File: src/rtl/core/strc_pkg.sv
// Shared types and constants for the stepper trigger run-out controller.
package strc_pkg;

  localparam int QUOT_W      = 11;     // half period and run-out length width
  localparam int MS_W        = 16;     // millisecond counters and limits
  localparam int SPEED_SPAN  = 1950;   // half period span in ticks
  localparam int RUNOUT_SPAN = 2000;   // run-out span in ms

  typedef enum logic [1:0] {
    REG_TICKS_PER_MS = 2'd0,
    REG_BUZZER_AFTER = 2'd1,
    REG_CUTOFF_AFTER = 2'd2,
    REG_NONE         = 2'd3
  } reg_idx_t;

  typedef struct packed {
    logic              trig;
    logic [QUOT_W-1:0] half;
    logic [QUOT_W-1:0] runout_len;
  } strc_item_t;

endpackage

File: src/rtl/core/strc_fsdiv.sv
// Scales a sample by a constant span and divides by the sample full scale.
module strc_fsdiv #(
  parameter int SAMPLE_BITS = 12,
  parameter int SPAN        = 2000
) (
  input  logic [SAMPLE_BITS-1:0]         sample,
  output logic [strc_pkg::QUOT_W-1:0]    quot
);

  localparam int SW = $clog2(SPAN + 1);
  localparam int XW = SAMPLE_BITS + SW;
  localparam int YW = XW + 1;
  localparam logic [YW-1:0] FS = YW'((64'd1 << SAMPLE_BITS) - 64'd1);

  logic [XW-1:0]               x;
  logic [YW-1:0]               y;
  logic [YW-1:0]               q0w;
  logic [YW-1:0]               rem;
  logic [strc_pkg::QUOT_W-1:0] q0;

  // x / (2^n - 1) ~ (x + x/2^n + x/2^2n) / 2^n, low by at most one
  always_comb begin
    x   = XW'(sample) * XW'(SPAN);
    y   = YW'(x) + YW'(x >> SAMPLE_BITS) + YW'(x >> (2 * SAMPLE_BITS));
    q0w = y >> SAMPLE_BITS;
    q0  = q0w[strc_pkg::QUOT_W-1:0];
    rem = YW'(x) - ((YW'(q0) << SAMPLE_BITS) - YW'(q0));
    quot = (rem >= FS) ? q0 + 1'b1 : q0;
  end

endmodule

File: src/rtl/core/strc_scale.sv
// Input register and scaling stage: half period and run-out length per tick.
module strc_scale #(
  parameter int SAMPLE_BITS = 12
) (
  input  logic                     clk,
  input  logic                     rst,
  input  logic                     in_valid,
  output logic                     in_ready,
  input  logic                     in_trig,
  input  logic [SAMPLE_BITS-1:0]   in_speed,
  input  logic [SAMPLE_BITS-1:0]   in_runout,
  output logic                     item_valid,
  input  logic                     item_ready,
  output strc_pkg::strc_item_t     item
);

  logic                   v0;
  logic                   trig0;
  logic [SAMPLE_BITS-1:0] speed0;
  logic [SAMPLE_BITS-1:0] runout0;
  logic                   ld0;
  logic                   ld1;
  logic [strc_pkg::QUOT_W-1:0] speed_q;
  logic [strc_pkg::QUOT_W-1:0] runout_q;

  assign ld1      = !item_valid || item_ready;
  assign ld0      = !v0 || ld1;
  assign in_ready = ld0;

  strc_fsdiv #(.SAMPLE_BITS(SAMPLE_BITS), .SPAN(strc_pkg::SPEED_SPAN)) u_speed_div (
    .sample (speed0),
    .quot   (speed_q)
  );

  strc_fsdiv #(.SAMPLE_BITS(SAMPLE_BITS), .SPAN(strc_pkg::RUNOUT_SPAN)) u_runout_div (
    .sample (runout0),
    .quot   (runout_q)
  );

  always_ff @(posedge clk) begin
    if (rst) begin
      v0         <= 1'b0;
      item_valid <= 1'b0;
    end else begin
      if (ld0) begin
        v0 <= in_valid;
      end
      if (ld1) begin
        item_valid <= v0;
      end
    end
    if (ld0 && in_valid) begin
      trig0   <= in_trig;
      speed0  <= in_speed;
      runout0 <= in_runout;
    end
    if (ld1 && v0) begin
      item.trig       <= trig0;
      item.half       <= speed_q + 1'b1;
      item.runout_len <= runout_q;
    end
  end

endmodule

File: src/rtl/core/strc_ctrl.sv
// Trigger, safety and step state machine; its state registers form the result.
module strc_ctrl (
  input  logic                          clk,
  input  logic                          rst,
  input  logic                          item_valid,
  output logic                          item_ready,
  input  strc_pkg::strc_item_t          item,
  input  logic                          cfg_we,
  input  logic [1:0]                    cfg_index,
  input  logic [strc_pkg::MS_W-1:0]     cfg_data,
  output logic                          out_valid,
  input  logic                          out_ready,
  output logic                          step_pulse,
  output logic                          driver_disable,
  output logic                          solenoid_on,
  output logic                          buzzer_on,
  output logic [1:0]                    mode
);

  typedef enum logic [1:0] {
    MODE_STOP   = 2'd0,
    MODE_RUN    = 2'd1,
    MODE_RUNOUT = 2'd2,
    MODE_CUT    = 2'd3
  } mode_t;

  localparam int QW = strc_pkg::QUOT_W;
  localparam int MW = strc_pkg::MS_W;
  localparam logic [QW-1:0] RUNOUT_SAT = '1;
  localparam logic [MW-1:0] HIGH_SAT   = '1;

  logic [MW-1:0] ticks_per_ms;
  logic [MW-1:0] buzzer_after_ms;
  logic [MW-1:0] cutoff_after_ms;

  mode_t         mode_reg,          mode_next;
  logic          prev_trigger,      prev_trigger_next;
  logic          lockout_flag,      lockout_flag_next;
  logic          buzzer_reg,        buzzer_reg_next;
  logic          solenoid_reg,      solenoid_reg_next;
  logic          disable_reg,       disable_reg_next;
  logic          step_level,        step_level_next;
  logic [QW-1:0] half_period_count, half_period_count_next;
  logic [MW-1:0] ms_prescale,       ms_prescale_next;
  logic [MW-1:0] high_time_ms,      high_time_ms_next;
  logic [QW-1:0] runout_elapsed_ms, runout_elapsed_ms_next;

  logic          fire;
  logic          rise;
  logic          fall;
  logic          ms_tick;
  logic [MW-1:0] tpm_last;
  logic [QW:0]   count_inc;

  assign item_ready = !out_valid || out_ready;
  assign fire       = item_valid && item_ready;

  assign step_pulse     = step_level;
  assign driver_disable = disable_reg;
  assign solenoid_on    = solenoid_reg;
  assign buzzer_on      = buzzer_reg;
  assign mode           = mode_reg;

  always_comb begin
    mode_next              = mode_reg;
    prev_trigger_next      = item.trig;
    lockout_flag_next      = lockout_flag;
    buzzer_reg_next        = buzzer_reg;
    solenoid_reg_next      = solenoid_reg;
    disable_reg_next       = disable_reg;
    step_level_next        = step_level;
    half_period_count_next = half_period_count;
    high_time_ms_next      = high_time_ms;
    runout_elapsed_ms_next = runout_elapsed_ms;
    count_inc              = '0;

    rise = item.trig && !prev_trigger;
    fall = !item.trig && prev_trigger;

    if (rise) begin
      high_time_ms_next = '0;
      if (!lockout_flag) begin
        disable_reg_next  = 1'b0;
        solenoid_reg_next = 1'b1;
        mode_next         = MODE_RUN;
      end
    end
    if (fall) begin
      buzzer_reg_next   = 1'b0;
      lockout_flag_next = 1'b0;
      if (mode_next == MODE_RUN) begin
        mode_next              = MODE_RUNOUT;
        runout_elapsed_ms_next = '0;
      end else if (mode_next == MODE_CUT) begin
        mode_next        = MODE_STOP;
        disable_reg_next = 1'b1;
      end
    end

    if (item.trig) begin
      if (high_time_ms_next >= buzzer_after_ms) begin
        buzzer_reg_next = 1'b1;
      end
      if (high_time_ms_next >= cutoff_after_ms && mode_next == MODE_RUN) begin
        mode_next         = MODE_CUT;
        lockout_flag_next = 1'b1;
        disable_reg_next  = 1'b1;
      end
    end

    if (mode_next == MODE_RUNOUT && runout_elapsed_ms_next >= item.runout_len) begin
      mode_next         = MODE_STOP;
      solenoid_reg_next = 1'b0;
      disable_reg_next  = 1'b1;
    end
    if (mode_next == MODE_RUN || mode_next == MODE_RUNOUT) begin
      if (half_period_count == '0) begin
        step_level_next = !step_level;
      end
      count_inc = {1'b0, half_period_count} + 1'b1;
      half_period_count_next = (count_inc >= {1'b0, item.half}) ? '0 : count_inc[QW-1:0];
    end else begin
      step_level_next        = 1'b0;
      half_period_count_next = '0;
    end

    // millisecond base, advanced on each accepted tick; zero period counts as one
    tpm_last         = (ticks_per_ms == '0) ? '0 : ticks_per_ms - 1'b1;
    ms_tick          = ms_prescale >= tpm_last;
    ms_prescale_next = ms_tick ? '0 : ms_prescale + 1'b1;
    if (ms_tick) begin
      if (item.trig && high_time_ms_next != HIGH_SAT) begin
        high_time_ms_next = high_time_ms_next + 1'b1;
      end
      if (mode_next == MODE_RUNOUT && runout_elapsed_ms_next != RUNOUT_SAT) begin
        runout_elapsed_ms_next = runout_elapsed_ms_next + 1'b1;
      end
    end
  end

  always_ff @(posedge clk) begin
    if (rst) begin
      ticks_per_ms      <= MW'(1000);
      buzzer_after_ms   <= MW'(6000);
      cutoff_after_ms   <= MW'(30000);
      out_valid         <= 1'b0;
      mode_reg          <= MODE_STOP;
      prev_trigger      <= 1'b0;
      lockout_flag      <= 1'b0;
      buzzer_reg        <= 1'b0;
      solenoid_reg      <= 1'b0;
      disable_reg       <= 1'b1;
      step_level        <= 1'b0;
      half_period_count <= '0;
      ms_prescale       <= '0;
      high_time_ms      <= '0;
      runout_elapsed_ms <= '0;
    end else begin
      if (cfg_we) begin
        unique case (strc_pkg::reg_idx_t'(cfg_index))
          strc_pkg::REG_TICKS_PER_MS: ticks_per_ms    <= cfg_data;
          strc_pkg::REG_BUZZER_AFTER: buzzer_after_ms <= cfg_data;
          strc_pkg::REG_CUTOFF_AFTER: cutoff_after_ms <= cfg_data;
          default: ;
        endcase
      end
      if (item_ready) begin
        out_valid <= item_valid;
      end
      if (fire) begin
        mode_reg          <= mode_next;
        prev_trigger      <= prev_trigger_next;
        lockout_flag      <= lockout_flag_next;
        buzzer_reg        <= buzzer_reg_next;
        solenoid_reg      <= solenoid_reg_next;
        disable_reg       <= disable_reg_next;
        step_level        <= step_level_next;
        half_period_count <= half_period_count_next;
        ms_prescale       <= ms_prescale_next;
        high_time_ms      <= high_time_ms_next;
        runout_elapsed_ms <= runout_elapsed_ms_next;
      end
    end
  end

endmodule

File: src/rtl/core/stepper_trigger_runout_controller_core.sv
// Top level of the stepper trigger run-out controller.
// Path from input transaction to result transaction: input register,
// scaling register, state/result register. Each stage loads when empty or
// draining. Throughput: one tick per cycle while m_tready does not stall.
// Reset (rst, synchronous): pipeline empty, mode stopped, driver disabled,
// configuration back to 1000 ticks/ms, buzzer 6000 ms, cutoff 30000 ms.
module stepper_trigger_runout_controller_core #(
  parameter int SAMPLE_BITS = 12
) (
  input  logic                clk,
  input  logic                rst,
  input  logic                s_tvalid,
  output logic                s_tready,
  // trigger_level, speed_level, runout_level, zero pad
  input  logic [((1 + 2 * SAMPLE_BITS + 7) / 8) * 8 - 1:0] s_tdata,
  output logic                m_tvalid,
  input  logic                m_tready,
  // step_pulse, driver_disable, solenoid_on, buzzer_on, mode[1:0], zero pad
  output logic [7:0]          m_tdata,
  input  logic                cfg_we,
  input  logic [1:0]          cfg_index,
  input  logic [15:0]         cfg_data
);

  logic                 item_valid;
  logic                 item_ready;
  strc_pkg::strc_item_t item;
  logic                 step_pulse;
  logic                 driver_disable;
  logic                 solenoid_on;
  logic                 buzzer_on;
  logic [1:0]           mode;

  strc_scale #(.SAMPLE_BITS(SAMPLE_BITS)) u_scale (
    .clk        (clk),
    .rst        (rst),
    .in_valid   (s_tvalid),
    .in_ready   (s_tready),
    .in_trig    (s_tdata[0]),
    .in_speed   (s_tdata[SAMPLE_BITS:1]),
    .in_runout  (s_tdata[2*SAMPLE_BITS:SAMPLE_BITS+1]),
    .item_valid (item_valid),
    .item_ready (item_ready),
    .item       (item)
  );

  strc_ctrl u_ctrl (
    .clk            (clk),
    .rst            (rst),
    .item_valid     (item_valid),
    .item_ready     (item_ready),
    .item           (item),
    .cfg_we         (cfg_we),
    .cfg_index      (cfg_index),
    .cfg_data       (cfg_data),
    .out_valid      (m_tvalid),
    .out_ready      (m_tready),
    .step_pulse     (step_pulse),
    .driver_disable (driver_disable),
    .solenoid_on    (solenoid_on),
    .buzzer_on      (buzzer_on),
    .mode           (mode)
  );

  assign m_tdata = {2'b00, mode, buzzer_on, solenoid_on, driver_disable, step_pulse};

endmodule

File: config.mk
export PLATFORM = sky130hd
export DESIGN_NAME = stepper_trigger_runout_controller_core
export DESIGN_NICKNAME = d
export VERILOG_FILES = /design/src/rtl/core/strc_pkg.sv /design/src/rtl/core/strc_fsdiv.sv /design/src/rtl/core/strc_scale.sv /design/src/rtl/core/strc_ctrl.sv /design/src/rtl/core/stepper_trigger_runout_controller_core.sv
export SDC_FILE = /design/constraint.sdc
export NUM_CORES = 1
export LEC_CHECK = 0
export BUFFER_PORTS_ARGS = -buffer_cell sky130_fd_sc_hd__buf_2
export CAP_MARGIN = 25
export CORE_ASPECT_RATIO = 1.5
export CORE_MARGIN = 4
export CORE_UTILIZATION = 55
export DETAILED_ROUTE_END_ITERATION = 8
export HOLD_SLACK_MARGIN = 0.12
export PLACE_DENSITY = 0.77
export SLEW_MARGIN = 20
export SYNTH_ARGS = -nofsm -noshare
export SYNTH_HDL_FRONTEND = slang
export SYNTH_SLANG_ARGS = --single-unit
File: constraint.sdc
create_clock -name clk -period 26 [get_ports clk]
set_input_delay 3.9 -clock clk [delete_from_list [all_inputs] [get_ports clk]]
set_output_delay 3.9 -clock clk [all_outputs]
set_load 0.1 [all_outputs]
-- After elaboration in Yosys (flattened, before gate mapping)
Index checks and enable logic that the tools add are counted.
- input bits: 55
- bits in registers: 161
- logic and storage cells: 126
- output and inout bits: 10
- $mul: 2
- $add $sub $neg: 14
- multiplexer cells: 40
- eq/ne operators: 12
- reductions and logical operators: 28
- $lt $le $gt $ge: 7
- operators by type and width (kind ; count):
    2-to-1 mux 11 bit ; 8
    2-to-1 mux 16 bit ; 5
    >= comparator 16 bit ; 3
    >= comparator 24 x 12 -> 1 bit (second input constant) ; 2
    subtractor 23 x 11 -> 24 bit ; 2
    subtractor 23 x 24 -> 24 bit ; 2
    adder 23 x 11 -> 23 bit ; 2
    adder 11 x 1 -> 11 bit (second input constant) ; 4
    adder 16 x 1 -> 16 bit (second input constant) ; 2
    multiplier 12 x 10 -> 22 bit (second input constant) ; 1
    multiplier 12 x 7 -> 19 bit (second input constant) ; 1
    2-to-1 mux 1 bit ; 19
    zero test 16 bit ; 1
    2-to-1 mux 2 bit ; 8
    inequality test 16 bit (second input constant) ; 1
    subtractor 16 x 1 -> 16 bit (second input constant) ; 1
    adder 11 x 1 -> 12 bit (second input constant) ; 1
    >= comparator 12 x 11 -> 1 bit ; 1
    >= comparator 11 bit ; 1
    zero test 11 bit ; 1
    inequality test 11 bit (second input constant) ; 1
    logical AND 1 bit ; 9
    == test 2 x 1 -> 1 bit (second input constant) ; 4
    == test 2 bit (second input constant) ; 4
    other kinds (7) ; 19

-- Depth between registers and ports, before layout
- depth in word-level cells: 18
- gate-level depth with buffers: 49

-- Modules after synthesis
Synthesis repeated with hierarchy kept, for this count alone.
- cell total of the unflattened synthesis: 2148
- area, all modules: 18061.1 µm²
- modules (own cells, without submodules) (module ; times used ; seq. area each (µm²) ; area each (µm²) ; cells an instance):
    strc_ctrl ; 1 ; 2222.1 ; 7090.6 ; 905
    strc_fsdiv at u_scale.u_speed_div ; 1 ; 0.0 ; 4870.9 ; 606
    strc_fsdiv at u_scale.u_runout_div ; 1 ; 0.0 ; 4336.7 ; 545
    strc_scale ; 1 ; 1481.4 ; 1714.1 ; 85
    stepper_trigger_runout_controller_core ; 1 ; 0.0 ; 48.8 ; 7

-- Worst setup path before layout
No wires, ideal clock.
- path type: flip-flop to flip-flop
- from: reg u_scale.speed0[3]
- to: reg, netlist name u_scale.item[21]
- cell stages (with the launch flop): 49
- clock period less this slack: 10.352 ns
- arrival time: 10.093 ns
- required time: 25.741 ns
- setup slack: 15.648 ns
- path buffers: 2
- library setup time: 0.259 ns
- cells stage by stage: edfxtp_1 inv_1 fa_1 inv_1 fa_1 inv_1 fa_1 inv_1 fa_1 inv_1 fa_1 inv_1 ha_1 a21oi_1 nand2_1 nand3b_1 a311oi_1 o21bai_1 (+13 left out) clkbuf_1 inv_1 ha_1 fa_1 xor2_1 a2111oi_2 o2111ai_1 or4_1 or4_1 o211ai_2 nor4_2 buf_6 mux2_2 ha_1 o31a_1 o211a_1 o211ai_2 xnor2_1
- cells in the longest elaborated chain, start to end: 7
- RTL lines (what ; RTL line ; text):
    start, declared ; strc_scale.sv:19 ; logic [SAMPLE_BITS-1:0] speed0;
    start signal, assigned ; strc_scale.sv:54 ; speed0 <= in_speed;
    multiplier 12 x 10 -> 22 bit * ; strc_fsdiv.sv:23 ; x = XW'(sample) * XW'(SPAN);
    adder 23 x 11 -> 23 bit ; strc_fsdiv.sv:24 ; y = YW'(x) + YW'(x >> SAMPLE_BITS) + YW'(x >> (2 * SAMPLE_BITS));
    subtractor 23 x 11 -> 24 bit ; strc_fsdiv.sv:27 ; rem = YW'(x) - ((YW'(q0) << SAMPLE_BITS) - YW'(q0));
    subtractor 23 x 24 -> 24 bit ; strc_fsdiv.sv:27 ;
    >= comparator 24 x 12 -> 1 bit ; strc_fsdiv.sv:28 ; quot = (rem >= FS) ? q0 + 1'b1 : q0;
    2-to-1 mux 11 bit * ; strc_fsdiv.sv:28 ;
    adder 11 x 1 -> 11 bit * ; strc_scale.sv:59 ; item.half <= speed_q + 1'b1;
Mark *: on every way between the ends. The rest lies on a longest branch, timed or not.
A chain may end at the register's enable or synchronous reset.

-- Worst setup path after layout
- from: reg u_scale.speed0[5]
- to: reg, netlist name u_scale.item[21]
- cells in the longest elaborated chain, start to end: 7
- RTL lines (what ; RTL line):
    multiplier 12 x 10 -> 22 bit * ; strc_fsdiv.sv:23
    adder 23 x 11 -> 23 bit ; strc_fsdiv.sv:24
    subtractor 23 x 11 -> 24 bit ; strc_fsdiv.sv:27
    subtractor 23 x 24 -> 24 bit ; strc_fsdiv.sv:27
    >= comparator 24 x 12 -> 1 bit ; strc_fsdiv.sv:28
    2-to-1 mux 11 bit * ; strc_fsdiv.sv:28
    adder 11 x 1 -> 11 bit * ; strc_scale.sv:59
Marks and branches as above.

==> results.txt <==
- Simple logic cell fraction of the synthesized area: 18.77%
- For the worst setup path, the data required time is 26.19 ns.
- After detailed routing, the average wire length per cell comes to 16.43 µm.
- Counting flops per register, the top entry is u_scale.item.
* Crit path capture type: register
- Adder-cell share of the synthesized area: 28.58%
* Routed via count: 15410
- During I/O placement, the number of pins put on the boundary was 65.
* Detailed-route DRC error count: 0
- The number of hold buffers added after CTS was 0.
- Number of storage elements in the synthesis netlist: 161
* Highest-count cells in the layout ignoring fill and taps: ha_1 (280), inv_1 (273), nand2_1 (230)
- Number of detailed-routing iterations run before antenna repair: 6
- Max Root-Sink Buffers: 2
- The number of clock buffers added by TritonCTS is 17.
- Cells with a size suffix above 1 make up 5.409% of the layout.
* Most frequent standard cell in the layout excluding fill and tap cells: ha_1
* Die Y: 230 µm
- The number of global-route vias before repair is 15760.
- Xor/xnor cell area share of the yosys netlist: 7.076%
- The area growth from synthesis to layout is 6.370%.
- For this run, the slowest stage of the critical path takes 0.60 ns.
- The number of antenna violations at the first check in global routing is 0.
- Number of antenna-violating nets in the routed design: 0
- Once detailed placement completed, the half-perimeter wirelength came to 34930 µm.
- Number of hold violations in the final report: 0
* Complex-gate fraction of the synthesized area: 17.07%
- Adding up every negative setup slack in the final design gives 0 ns.
- Post-synth EDFFs: 48
- On the final layout, the worst hold slack is 0.4554 ns.
- Setup repair after global routing left no endpoint under its margin.
- Starting Density: 55.55%
- The number of different library cells used by synthesis comes to 87.
- In this run, post-CTS repair resized a total of 0 instances.
* Crit path kind: reg2reg
- At the later pin of the worst-skew pair, clock insertion delay measures 0.45 ns.
- Area of the mapped netlist: 0.01807 mm²
- For this run, the leading register cell type out of synthesis is dfxtp_1.
- Net total in the final layout: 2605
* Area of the placeable core: 0.03253 mm²
- Global routing used 24.23% of the available tracks.
- The first global-routing pass estimated 72640 µm of wire.
- After filler insertion, the fill cell instance count of the layout stands at 2860.
- The worst path in the final design needs a cycle of 11.61 ns, including I/O delays and setup.
* Deepest level of the CTS H-tree: 4
- In this run the clock root is driven by a clkbuf_16.
- Sequential-to-total area share from yosys stat: 20.49%
* Launching element type of the critical path: register
* Maximum fanout count along the critical path: 13
- Clock tree synthesis found a total of 161 sinks.
- Buffers added on ports: 55
* Gr ovfl total: 0
- Buffers added to address setup during post-CTS repair amount to 0.
- Final Wtd Congestion: 0.9489
- Maximum clock rate: 0.08613 GHz
- Clock-pin slew was measured on the worst setup and hold paths at 0.07 ns.
- Die W: 156 µm
- TritonCTS built the clock tree.
- Data arrives at the worst endpoint at 11.80 ns.
* Cell count after synthesis: 2169
- Count of pins over their slew limit: 0
* Clock tree skew after final layout: 0.01190 ns
* # diodes: 0
- The initialized floorplan defines 81 standard-cell rows.
- The run finished with clean final reports.
* Max-capacitance violation count: 0
- Entering global routing, the biggest net connects 69 pins.
* Total Routed Length: 42950 µm
- For this design, the slowest cell found on the critical path is fa_1.
- The first routing iteration left 829 violations.
- Utilization after layout: 59.09%
- Type of the tightest min-delay check: reg2reg
- In the synthesized netlist, mux cells make up 0.7408% of the area.
- In this run the tightest slew margin relative to its limit is 36.70%.
* Final setup violation count: 0
- Count of yosys warnings during synthesis: 0
- Dominant combinational cell family by area after synthesis: adder cells
- For the pin with the worst max-slew slack, the measured transition is 0.9495 ns.
* Detailed-route vias per instance: 5.894
- The average instance in the mapped netlist occupies 8.332 µm².
* Die area: 0.03588 mm²
- In the synthesized netlist the async set-or-reset flop fraction comes to 0%.
* Final cycle utilization of the critical path: 44.65%
- Max reg flops: 23
[path summary, 6_finish.rpt]
path,startpoint,end,slack [ns],cells past startpoint
hold / removal,u_ctrl.cutoff_after_ms[1],u_ctrl.cutoff_after_ms[1],0.46,2
setup / recovery,u_scale.speed0[5],u_scale.item[21],14.39,45
hold reg to reg,u_ctrl.cutoff_after_ms[1],u_ctrl.cutoff_after_ms[1],0.46,2
setup reg to reg,u_scale.speed0[5],u_scale.item[21],14.39,45
[routing by layer]
layer  wire length (µm)  share of wire [%]  track usage, %
met1              16780                 39           26.80
met2              23250                 54           45.83
met3               1339                3.1           2.900
met4               1580                3.7           10.21
met5                  0                  0               0
[Yosys cell counts (55+ instances only)]
cell | number | area (µm²)
inv_1 | 273 | 1025
nor2_1 | 129 | 484.2
dfxtp_1 | 113 | 2262
xnor2_1 | 89 | 779.5
a21oi_1 | 119 | 595.6
nand2_1 | 230 | 863.3
fa_1 | 83 | 1662
a21o_1 | 57 | 427.9
ha_1 | 280 | 3503
nand3_1 | 57 | 285.3
clkbuf_1 | 55 | 206.5
xor2_1 | 57 | 499.2
[per-stage QoR]
stage	setup WS, ns	instance area, µm²	instances
after floorplan	15.65	18070	2170
after global placement	14.68	18670	2582
after detailed placement	14.43	18670	2582
after CTS	14.39	19210	2614
after global routing	13.68	19220	2615
final	14.39	19220	2615
[worst max-delay path, delay by kind of cell, from the launching register on]
family	cells	cell delay, ns
xor gates and xnor gates	4	1.07
buffers and inverters	7	0.75
AOI/OAI and AO/OA	14	2.55
and+or+nand+nor	9	1.71
DFF	1	0.43
adders and majority gates	11	4.78
[cell type report]
type | count | area (µm²) | area share (%)
clock buffer | 18 | 439.2 | 2.285
inverter | 274 | 1028 | 5.351
clock inverter | 14 | 103.9 | 0.5403
sequential | 161 | 3704 | 19.27
multi-input combinational | 1669 | 13090 | 68.07
tap | 415 | 519.2 | 2.701
timing repair buffer | 64 | 342.8 | 1.784
[kinds of logic after synthesis]
| logic type | after synthesis |
|---|---|
| compound gates | 451 |
| simple gates | 694 |
| buf+inv | 340 |
| xor+xnor | 146 |
| other cells | 1 |
| flops | 161 |
| fa+ha+maj | 363 |
| mux | 13 |
Power is left out: the tool's default activity adds up to more than one toggle a clock period on the data nets, which glitch-free logic cannot reach.
